[src/hdl/lpht_pkg.sv]
// Shared constants and types of the linear probing hash table.
package lpht_pkg;

  localparam int MAX_SLOTS    = 16;
  localparam int SLOT_W       = $clog2(MAX_SLOTS);
  localparam int SIZE_W       = $clog2(MAX_SLOTS + 1);
  localparam int KEY_W        = 31;
  localparam int TS_W         = 5;
  localparam int SLOT_IDX_W   = 4;
  localparam int KEY_PAD_W    = 32;
  localparam int MOD_BITS     = 4;
  localparam int MOD_STEPS    = KEY_PAD_W / MOD_BITS;
  localparam int MOD_CNT_W    = $clog2(MOD_STEPS);
  localparam int PADDR_W      = 3;
  localparam int PDATA_W      = 32;
  localparam logic [TS_W-1:0] TABLE_SIZE_RESET = TS_W'(10);

  localparam logic REQ_INSERT = 1'b0;
  localparam logic REQ_SEARCH = 1'b1;

  localparam logic REG_IDX_TABLE_SIZE = 1'b0;

  typedef enum logic [1:0] {
    ST_INSERTED = 2'd0,
    ST_FULL     = 2'd1,
    ST_FOUND    = 2'd2,
    ST_MISSING  = 2'd3
  } status_e;

  typedef enum logic [2:0] {
    FSM_IDLE,
    FSM_MODULO,
    FSM_SEED,
    FSM_READ,
    FSM_CHECK
  } fsm_e;

  typedef struct packed {
    logic    load;
    logic    mod_step;
    logic    seed;
    logic    read;
    logic    advance;
    logic    write;
    logic    result_load;
    status_e result_status;
  } cmd_t;

  typedef struct packed {
    logic is_search;
    logic occ;
    logic match;
    logic last;
  } stat_t;

endpackage

[src/hdl/lpht_dp.sv]
// Datapath of the hash table: request registers, modulo unit, probe walk and slot storage.
module lpht_dp
  import lpht_pkg::*;
(
  input  logic                  clk_i,
  input  logic                  rst_ni,
  input  cmd_t                  cmd_i,
  output stat_t                 stat_o,
  input  logic [TS_W-1:0]       table_size_i,
  input  logic                  req_type_i,
  input  logic [KEY_W-1:0]      key_i,
  output logic [1:0]            status_o,
  output logic [SLOT_IDX_W-1:0] slot_index_o
);

  logic [KEY_W-1:0]      key_q;
  logic                  type_q;
  logic [KEY_PAD_W-1:0]  key_sh_q;
  logic [SIZE_W-1:0]     rem_q, rem_d;
  logic [SLOT_W-1:0]     pos_q, pos_nx;
  logic [SLOT_W-1:0]     cnt_q;
  logic [SIZE_W-1:0]     pos_inc;
  logic [SIZE_W-1:0]     n_eff;
  logic [SIZE_W:0]       mod_w;
  logic [SIZE_W-1:0]     mod_t;
  logic [KEY_W-1:0]      keys_mem [MAX_SLOTS];
  logic [MAX_SLOTS-1:0]  occ_q;
  logic [KEY_W-1:0]      rd_key_q;
  logic                  rd_occ_q;
  status_e               status_q;
  logic [SLOT_IDX_W-1:0] slot_q;

  always_comb begin
    if (table_size_i == '0) begin
      n_eff = SIZE_W'(1);
    end else if (32'(table_size_i) > 32'(MAX_SLOTS)) begin
      n_eff = SIZE_W'(MAX_SLOTS);
    end else begin
      n_eff = SIZE_W'(table_size_i);
    end
  end

  // Radix-16 restoring remainder: four compare and subtract steps per cycle.
  always_comb begin
    mod_t = rem_q;
    mod_w = '0;
    for (int i = 0; i < MOD_BITS; i++) begin
      mod_w = {mod_t, key_sh_q[KEY_PAD_W-1-i]};
      if (mod_w >= {1'b0, n_eff}) begin
        mod_w = mod_w - {1'b0, n_eff};
      end
      mod_t = mod_w[SIZE_W-1:0];
    end
    rem_d = mod_t;
  end

  assign pos_inc = SIZE_W'(pos_q) + SIZE_W'(1);
  assign pos_nx  = (pos_inc == n_eff) ? '0 : pos_inc[SLOT_W-1:0];

  always_ff @(posedge clk_i) begin
    if (cmd_i.load) begin
      key_q    <= key_i;
      type_q   <= req_type_i;
      key_sh_q <= {1'b0, key_i};
      rem_q    <= '0;
    end else if (cmd_i.mod_step) begin
      key_sh_q <= {key_sh_q[KEY_PAD_W-MOD_BITS-1:0], {MOD_BITS{1'b0}}};
      rem_q    <= rem_d;
    end
    if (cmd_i.seed) begin
      pos_q <= rem_q[SLOT_W-1:0];
      cnt_q <= '0;
    end else if (cmd_i.advance) begin
      pos_q <= pos_nx;
      cnt_q <= cnt_q + SLOT_W'(1);
    end
  end

  always_ff @(posedge clk_i) begin
    if (cmd_i.write) begin
      keys_mem[pos_q] <= key_q;
    end
    if (cmd_i.read) begin
      rd_key_q <= keys_mem[pos_q];
      rd_occ_q <= occ_q[pos_q];
    end
  end

  always_ff @(posedge clk_i or negedge rst_ni) begin
    if (!rst_ni) begin
      occ_q <= '0;
    end else if (cmd_i.write) begin
      occ_q[pos_q] <= 1'b1;
    end
  end

  always_ff @(posedge clk_i) begin
    if (cmd_i.result_load) begin
      status_q <= cmd_i.result_status;
      if (cmd_i.result_status == ST_INSERTED || cmd_i.result_status == ST_FOUND) begin
        slot_q <= SLOT_IDX_W'(32'(pos_q));
      end else begin
        slot_q <= '0;
      end
    end
  end

  assign stat_o.is_search = (type_q == REQ_SEARCH);
  assign stat_o.occ       = rd_occ_q;
  assign stat_o.match     = (rd_key_q == key_q);
  assign stat_o.last      = (SIZE_W'(cnt_q) == n_eff - SIZE_W'(1));

  assign status_o     = status_q;
  assign slot_index_o = slot_q;

  a_write_empty: assert property (@(posedge clk_i) disable iff (!rst_ni)
    cmd_i.write |-> !occ_q[pos_q])
    else $error("insert overwrites an occupied slot");

  a_pos_in_range: assert property (@(posedge clk_i) disable iff (!rst_ni)
    cmd_i.read |-> (SIZE_W'(pos_q) < n_eff) && (SIZE_W'(cnt_q) < n_eff))
    else $error("probe walks outside the table");

  a_write_stores: assert property (@(posedge clk_i) disable iff (!rst_ni)
    cmd_i.write |=> occ_q[$past(pos_q)])
    else $error("inserted slot not marked occupied");

endmodule

[src/hdl/lpht_ctrl.sv]
// Controller state machine of the hash table and the result handshake.
module lpht_ctrl
  import lpht_pkg::*;
(
  input  logic  clk_i,
  input  logic  rst_ni,
  input  logic  in_valid_i,
  output logic  in_ready_o,
  output logic  out_valid_o,
  input  logic  out_ready_i,
  input  stat_t stat_i,
  output cmd_t  cmd_o
);

  fsm_e                 state_q, state_d;
  logic [MOD_CNT_W-1:0] mod_cnt_q, mod_cnt_d;
  logic                 out_valid_q, out_valid_d;
  logic                 out_free;
  logic                 decided;
  logic                 do_write;
  status_e              code;

  assign out_free = !out_valid_q || out_ready_i;

  always_comb begin
    decided  = 1'b0;
    do_write = 1'b0;
    code     = ST_MISSING;
    if (!stat_i.is_search) begin
      if (!stat_i.occ) begin
        decided  = 1'b1;
        do_write = 1'b1;
        code     = ST_INSERTED;
      end else if (stat_i.last) begin
        decided = 1'b1;
        code    = ST_FULL;
      end
    end else begin
      if (!stat_i.occ) begin
        decided = 1'b1;
        code    = ST_MISSING;
      end else if (stat_i.match) begin
        decided = 1'b1;
        code    = ST_FOUND;
      end else if (stat_i.last) begin
        decided = 1'b1;
        code    = ST_MISSING;
      end
    end
  end

  always_comb begin
    state_d = state_q;
    case (state_q)
      FSM_IDLE: begin
        if (in_valid_i) begin
          state_d = FSM_MODULO;
        end
      end
      FSM_MODULO: begin
        if (mod_cnt_q == MOD_CNT_W'(MOD_STEPS - 1)) begin
          state_d = FSM_SEED;
        end
      end
      FSM_SEED: state_d = FSM_READ;
      FSM_READ: state_d = FSM_CHECK;
      FSM_CHECK: begin
        if (!decided) begin
          state_d = FSM_READ;
        end else if (out_free) begin
          state_d = FSM_IDLE;
        end
      end
      default: state_d = FSM_IDLE;
    endcase
  end

  always_comb begin
    cmd_o               = '0;
    cmd_o.result_status = code;
    in_ready_o          = 1'b0;
    mod_cnt_d           = mod_cnt_q;
    case (state_q)
      FSM_IDLE: begin
        in_ready_o = 1'b1;
        cmd_o.load = in_valid_i;
        mod_cnt_d  = '0;
      end
      FSM_MODULO: begin
        cmd_o.mod_step = 1'b1;
        mod_cnt_d      = mod_cnt_q + MOD_CNT_W'(1);
      end
      FSM_SEED:  cmd_o.seed = 1'b1;
      FSM_READ:  cmd_o.read = 1'b1;
      FSM_CHECK: begin
        if (!decided) begin
          cmd_o.advance = 1'b1;
        end else if (out_free) begin
          cmd_o.result_load = 1'b1;
          cmd_o.write       = do_write;
        end
      end
      default: begin
        cmd_o = '0;
      end
    endcase
  end

  always_comb begin
    if (cmd_o.result_load) begin
      out_valid_d = 1'b1;
    end else if (out_ready_i) begin
      out_valid_d = 1'b0;
    end else begin
      out_valid_d = out_valid_q;
    end
  end

  always_ff @(posedge clk_i or negedge rst_ni) begin
    if (!rst_ni) begin
      state_q     <= FSM_IDLE;
      mod_cnt_q   <= '0;
      out_valid_q <= 1'b0;
    end else begin
      state_q     <= state_d;
      mod_cnt_q   <= mod_cnt_d;
      out_valid_q <= out_valid_d;
    end
  end

  assign out_valid_o = out_valid_q;

  a_no_overrun: assert property (@(posedge clk_i) disable iff (!rst_ni)
    cmd_o.result_load |-> (!out_valid_q || out_ready_i))
    else $error("result beat overwrites a pending beat");

endmodule

[src/hdl/linear_probe_hash_table.sv]
// Top level of the linear probing hash table with its configuration port.
// An item passes through the modulo steps and a seed step, then a read and a check for each
// probed slot. The result is registered once a check decides and the result register is free.
// One item is worked on at a time; the next one is accepted while a result beat still waits.
// Reset clears the occupied flags and sets the table size to 10; stored keys are not cleared.
module linear_probe_hash_table
  import lpht_pkg::*;
(
  input  logic                  clk_i,
  input  logic                  rst_ni,
  input  logic                  in_valid_i,
  output logic                  in_ready_o,
  input  logic                  req_type_i,
  input  logic [KEY_W-1:0]      key_i,
  output logic                  out_valid_o,
  input  logic                  out_ready_i,
  output logic [1:0]            status_o,
  output logic [SLOT_IDX_W-1:0] slot_index_o,
  input  logic                  psel,
  input  logic                  penable,
  input  logic                  pwrite,
  input  logic [PADDR_W-1:0]    paddr,
  input  logic [PDATA_W-1:0]    pwdata,
  output logic [PDATA_W-1:0]    prdata,
  output logic                  pready
);

  logic [TS_W-1:0] table_size_q;
  logic            reg_sel;
  cmd_t            cmd;
  stat_t           stat;

  assign reg_sel = (paddr[PADDR_W-1] == REG_IDX_TABLE_SIZE);
  assign pready  = 1'b1;
  assign prdata  = reg_sel ? PDATA_W'(table_size_q) : '0;

  always_ff @(posedge clk_i or negedge rst_ni) begin
    if (!rst_ni) begin
      table_size_q <= TABLE_SIZE_RESET;
    end else if (psel && penable && pwrite && pready && reg_sel) begin
      table_size_q <= pwdata[TS_W-1:0];
    end
  end

  lpht_ctrl u_ctrl (
    .clk_i       (clk_i),
    .rst_ni      (rst_ni),
    .in_valid_i  (in_valid_i),
    .in_ready_o  (in_ready_o),
    .out_valid_o (out_valid_o),
    .out_ready_i (out_ready_i),
    .stat_i      (stat),
    .cmd_o       (cmd)
  );

  lpht_dp u_dp (
    .clk_i        (clk_i),
    .rst_ni       (rst_ni),
    .cmd_i        (cmd),
    .stat_o       (stat),
    .table_size_i (table_size_q),
    .req_type_i   (req_type_i),
    .key_i        (key_i),
    .status_o     (status_o),
    .slot_index_o (slot_index_o)
  );

endmodule
[config.mk]
export PLATFORM = sky130hd
export DESIGN_NAME = linear_probe_hash_table
export DESIGN_NICKNAME = d
export VERILOG_FILES = /design/src/hdl/lpht_pkg.sv /design/src/hdl/lpht_dp.sv /design/src/hdl/lpht_ctrl.sv /design/src/hdl/linear_probe_hash_table.sv
export SDC_FILE = /design/constraint.sdc
export NUM_CORES = 1
export LEC_CHECK = 0
export ABC_AREA = 1
export BUFFER_PORTS_ARGS = -buffer_cell sky130_fd_sc_hd__buf_4
export CAP_MARGIN = 10
export CORE_MARGIN = 2
export CORE_UTILIZATION = 40
export DETAILED_ROUTE_END_ITERATION = 8
export PLACE_DENSITY = 0.62
export SLEW_MARGIN = 20
export SYNTH_ARGS = -nofsm -noshare
export SYNTH_HDL_FRONTEND = slang
export SYNTH_SLANG_ARGS = --single-unit
[constraint.sdc]
create_clock -name clk_i -period 8.8 [get_ports clk_i]
set_input_delay 0.44 -clock clk_i [delete_from_list [all_inputs] [get_ports clk_i]]
set_output_delay 0.44 -clock clk_i [all_outputs]
set_load 0.05 [all_outputs]
==> results.cfg, run 1 <==
[setup_path]
worst_setup_path_end_kind = flip-flop
cp.required_ns = 9.30
r2r_setup_slack_ns = 1.96
crit_slowest_cell = fa_1
rr_worst_depth = 37
cpPeakStageDelay_ns = 0.52
critical_path_class = reg2reg
timing.rr.start = table_size_q[1]
path_max_fanout = 9
cp.arrival_ns = 7.34
r2r-end = u_dp.rem_q[3]
crit_path_start_kind = flip-flop

[sta]
fin_setup_tns_ns = 0
fmax_mhz = 146
setup_viol = 0
timing.final.crit_share_pct = 77.8
final_hold_viol_count = 0
slew_viol_final = 158
worst_slew_pin_slew_ns = 1.66
finClkSkew_ns = 0.0260
rsz0062_at_grt = false
slew_headroom_pct = -10.8
fin_crit_ns = 6.84

[clocking]
clk_latency_ns = 0.63
cts_buffers = 59
clockRootBuffer = clkbuf_16
clock-sinks = 639
clk_pin_slew_ns = 0.06
clock_path_buffers = 3
post-cts-setup-buffers = 0
post_cts_resized = 0
cts_hold_buf = 15
h-tree-depth = 2
tritoncts = done

[placed_design]
gp_congestion = 0.836
hpwl_mm = 34.7
port_buffers = 57

[yosys]
ys_seq_area_share_pct = 71.5
async_flop_share_pct = 4.38
synth_edf_count = 601
synth_cell_type_count = 41
postSynthCellCount = 2199
yosysWarningCount = 0
syn_area_sq_um = 26500
synth_ff_type = edfxtp_1
synth-seq-cells = 639
syn_avg_cell_area_sq_um = 12.1

[cells_and_area]
nFillCells = 5901
multi_input_area_sq_um = 6750
n_antenna_cell = 0
regArea_sq_um = 19000
final_common_cell = edfxtp_1
layout_common_cells = 601 x edfxtp_1, 349 x nand2_1, 299 x nor2_1
area_delta_synth_final_pct = 12.8
nNetsFinal = 2364
fin_util_pct = 45.6
drive_gt1_share_pct = 11.1

[drt]
routed_wl_mm = 64.8
firstDrtPassIters = 6
drc = 0
vias = 17000
vias_per_cell = 5.35
detail-route-antenna-nets = 0
wl_per_cell_um = 20.4
drtIter0Drc = 1533

[run_status]
violations = max-slew violations
outcome = finished with violations

[global_routing]
grt_max_degree = 261
grt_pass1_wl_mm = 96.9
grtUsageTotal_pct = 18.8
grt-ovfl-total = 0
antenna_found_initial = 3
first_global_vias = 16200

[floorplan]
fp.dieW_um = 261
initial_core_util_pct = 40.4
die_h_um = 261
pin_count = 115
core_area_sq_um = 65600
rows = 94
die-area_sq_um = 68300

[worst_hold_path]
whs_path_depth = 1
hold_end = u_dp.key_q[1]
hold_start = key_i[1]
hold_class = in2reg

[pwr]
vdd_drop_max_mv = 0.996
p_leak_nw = 10.6
p_per_area_nw_per_um2 = 344

[run]
max_cap_violations = 0
-- cell usage after synthesis, types with 32 or more instances --
master / number / share of area [%]
or2_2: 32 / 0.76
o21ai_0: 270 / 5.1
a21oi_1: 32 / 0.60
nor2_1: 318 / 4.5
nand2_1: 349 / 4.9
nand3_1: 44 / 0.83
o22ai_1: 126 / 3.0
edfxtp_1: 601 / 68
nand4_1: 44 / 1.0
inv_1: 105 / 1.5
clkbuf_1: 76 / 1.1
-- worst max-delay path, delay by kind of cell (launching register included) --
kind            cells  cell delay, ns
simple gates       19            2.37
buf+inv             8            0.94
compound gates      6            1.25
fa+ha+maj           4            1.65
flops               1            0.51
-- flip-flops by register name, indices dropped and copies added (netlist names) --
signal,count
u_dp.rd_key_q,31
u_dp.rd_occ_q,1
u_dp.occ_q,16
u_dp.status_o,2
u_dp.pos_q,4
u_ctrl.state_q,3
u_dp.key_q,31
u_dp.cnt_q,4
u_ctrl.mod_cnt_q,3
table_size_q,5
u_dp.type_q,1
u_dp.rem_q,5
u_dp.slot_index_o,4
u_dp.keys_mem,496
u_ctrl.out_valid_o,1
u_dp.key_sh_q,32
-- cell families after synthesis --
logic type	after synthesis	synth area share (%)
fa+ha+maj	32	1.62
xor+xnor	23	0.760
other cells	2	0.0283
simple gates	815	13.1
compound gates	443	9.07
buf+inv	245	3.97
flops	639	71.5
-- stage by stage --
step	worst slack [ns]	std cells	area (sq um)	hold WS, ns	total power, mW
5_1_grt	1.37	3169	29900	0.00904	10.9
4_1_cts	1.94	3169	29900	0.00169	10.3
3_5_place_dp	1.97	3046	27900	0.388	7.83
6_report	1.96	3169	29900	0.0403	10.3
3_3_place_gp	2.29	3046	27900	0.382	7.69
2_1_floorplan	3.15	2225	26600	0.144	6.90
-- how the worst max path moves through the flow --
stage,start,endpoint,slack [ns],depth (start not counted)
CTS,table_size_q[1],u_dp.rem_q[3],1.94,37
global placement,table_size_q[1],u_dp.rem_q[3],2.29,37
global route,table_size_q[1],u_dp.rem_q[1],1.37,37
detailed placement,table_size_q[1],u_dp.rem_q[3],1.97,37
floorplan,table_size_q[2],u_dp.rem_q[1],3.15,41
finish,table_size_q[1],u_dp.rem_q[3],1.96,37
-- routing by layer --
metal | global-route usage (%) | vias to the layer above | share of wire (%)
li1 | - | 7882 | -
met1 | 25.1 | 8420 | 42
met2 | 32.3 | 556 | 49
met3 | 2.49 | 93 | 6.3
met4 | 5.00 | 0 | 2.1
met5 | 0 | - | 0
-- cell type report --
cell class,instances,area share (%)
multi-input cells,1341,22.6
flip-flops and latches,639,63.4
clock inverters,34,0.958
inverters,115,1.46
well taps,864,3.62
clock buffers,74,5.29
repair buffers,102,2.73
-- report_power, final --
| group | total (mW) | switching [mW] | internal [mW] |
|---|---|---|---|
| registers | 3.95 | 0.210 | 3.74 |
| logic | 3.84 | 2.52 | 1.32 |
| clock network | 2.48 | 1.10 | 1.39 |
| total | 10.3 | 3.83 | 6.45 |
Note: power is estimated with default switching activity, not from simulation.
==> run 2: changes to the inputs <==
Settings changed: PLACE_DENSITY 0.62 to 0.64.
Clock period 8.8 ns to 5.85 ns, I/O delays scaled along.
==> run 2 against run 1 <==
Net effect:
- the run now ends clean
- critical path depth rose by 5
- sequential share of layout area fell by 1.2 points
- routed wire length rose by 1.7%
- largest cell class unchanged
- highest routed layer unchanged
==> results.cfg, run 2 (synthesis results as in run 1) <==
[clocking]
clk_latency_ns = 0.65
cts_buffers = 60
clock-sinks = 639
clockRootBuffer = clkbuf_16
h-tree-depth = 2
clock_path_buffers = 3
clk_pin_slew_ns = 0.07
tritoncts = done

[cells_and_area]
largest_reg_flops = 496
final_common_cell = edfxtp_1
nFillCells = 5784
reg.largest.list = u_dp.keys_mem: 496 flops, u_dp.key_sh_q: 32 flops
top_register = u_dp.keys_mem
nNetsFinal = 2405
regArea_sq_um = 19000
n_antenna_cell = 0
area_delta_synth_final_pct = 15.0
layout_common_cells = 601 x edfxtp_1, 344 x nand2_1, 298 x nor2_1
multi_input_area_sq_um = 6950
drive_gt1_share_pct = 13.2

[sta]
worst_slew_pin_slew_ns = 1.09
finClkSkew_ns = 0.0258
final_hold_viol_count = 0
slew_headroom_pct = 27.4
setup_viol = 0
slew_viol_final = 0
post-route-worst-setup-slack_ns = 0.275
fin_crit_ns = 5.57
fmax_mhz = 179
timing.final.crit_share_pct = 95.3

[setup_path]
timing.rr.start = table_size_q[2]
crit_path_start_kind = flip-flop
crit_slowest_cell = dfrtp_1
critical_path_class = reg2reg
crit_top_cell = nand2_1
cp.required_ns = 6.37
path_max_fanout = 6
r2r_setup_slack_ns = 0.28
r2r-end = u_dp.rem_q[3]
crit_end = u_dp.rem_q[3]
critical_path.top_delay_family = simple AND/OR/NAND/NOR gates
rr_worst_depth = 42
critical_path.startpoint = table_size_q[2]
crit_buf_inv = 9
cp.depth = 42
cp.arrival_ns = 6.09
cpPeakStageDelay_ns = 0.42
worst_setup_path_end_kind = flip-flop

[drt]
drtIter0Drc = 1437
vias_per_cell = 5.38
drc = 0
vias = 17300
firstDrtPassIters = 5
wl_per_cell_um = 20.5
routed_wl_mm = 65.9
detail-route-antenna-nets = 0

[run]
max_cap_violations = 0

[global_routing]
grt-ovfl-total = 0
antenna_found_initial = 2
grtUsageTotal_pct = 19.1
grt_max_degree = 241
first_global_vias = 17100
grt_pass1_wl_mm = 99.2

[placed_design]
place_ws_ns = -0.296
port_buffers = 57
hpwl_mm = 35.9
gp_congestion = 0.872

[worst_hold_path]
hold_class = in2reg

[pwr]
p_leak_nw = 10.8
clkPwrFrac_pct = 22.8
p_switching_mw = 6.33
power_frac_comb_pct = 41.1
pwr-share-seq_pct = 36.1
vdd_drop_max_mv = 1.69
switching_share_pct = 38.3
total_power_mw = 16.5
p_per_area_nw_per_um2 = 542
p_int_mw = 10.2

[floorplan]
die_h_um = 261
fp.dieW_um = 261
die-area_sq_um = 68300
pin_count = 115
initial_core_util_pct = 40.4
core_area_sq_um = 65600
rows = 94

[run_status]
outcome = complete, no violations
run 2: changes by cell type in the layout (fill, tap and decap cells not counted), moves of 5 or more:
cell,before,now
clkinv_1,16,10
dlygate4sd3_1,15,38
buf_4,86,102
nand2_1,349,344
clkbuf_8,5,0
ha_1,28,20
ha_4,0,6
run 2: worst min path at each step:
stage / from / end / slack [ns] / cells past startpoint
after global placement: rst_ni / table_size_q[2] / 0.24 / 1
after global routing: out_ready_i / u_ctrl.out_valid_o / 0.06 / 4
after floorplan: rst_ni / table_size_q[0] / -0.003 / 0
after detailed placement: rst_ni / table_size_q[2] / 0.25 / 1
final: out_ready_i / u_ctrl.out_valid_o / 0.02 / 4
after CTS: out_ready_i / u_ctrl.out_valid_o / 0.0009 / 4
run 2: power by group through the flow:
stage	registers [mW]	logic, mW	clock network [mW]
6_report	5.97	6.78	3.77
5_1_grt	6.01	7.51	3.97
4_1_cts	5.96	6.02	3.82
3_5_place_dp	6.05	5.83	0
3_3_place_gp	6.03	5.56	0
2_1_floorplan	5.93	4.46	0
run 2: timing repair:
| item | in CTS | in global routing |
|---|---|---|
| gates cloned | 0 | 1 |
| pin swaps | 2 | 9 |
| endpoints found under the hold margin | 92 | 0 |
| resized for setup | 11 | 27 |
| setup endpoints to repair | 5 | 5 |
| setup buffers | 0 | 7 |
| hold buffers | 38 | 0 |
run 2: tightest hold or removal path: cells and delay by family:
kind | cells | cell delay (ns)
AND/OR/NAND/NOR | 2 | 0.13
buffers and inverters | 2 | 0.18
run 2: final cells by class:
type,count,share of cell area [%]
clock inverters,36,1.06
flip-flops and latches,639,62.2
inverters,115,1.44
well taps,864,3.55
repair buffers,141,3.83
multi-input cells,1342,22.8
clock buffers,73,5.16
run 2: per-layer routing:
layer / GRT usage (%) / wire length [um] / share of wire (%) / vias to the layer above
met5: 0 / 0 / 0 / -
met4: 7.24 / 1990 / 3.0 / 0
met3: 2.13 / 4370 / 6.6 / 139
met2: 33.2 / 32900 / 50 / 663
met1: 24.6 / 26600 / 40 / 8509
li1: - / - / - / 7968
run 2: through the flow:
step / TNS (ns) / cells / hold slack (ns) / area (sq um) / utilization, %
floorplan: 0 / 2225 / -0.00309 / 26600 / -
global placement: 0 / 3055 / 0.238 / 28000 / 42.6
detailed placement: -1.42 / 3055 / 0.247 / 28000 / 42.6
CTS: 0 / 3202 / 0.000942 / 30300 / 46.2
global route: -0.445 / 3210 / 0.0578 / 30500 / 46.5
finish: 0 / 3210 / 0.0164 / 30500 / 46.5
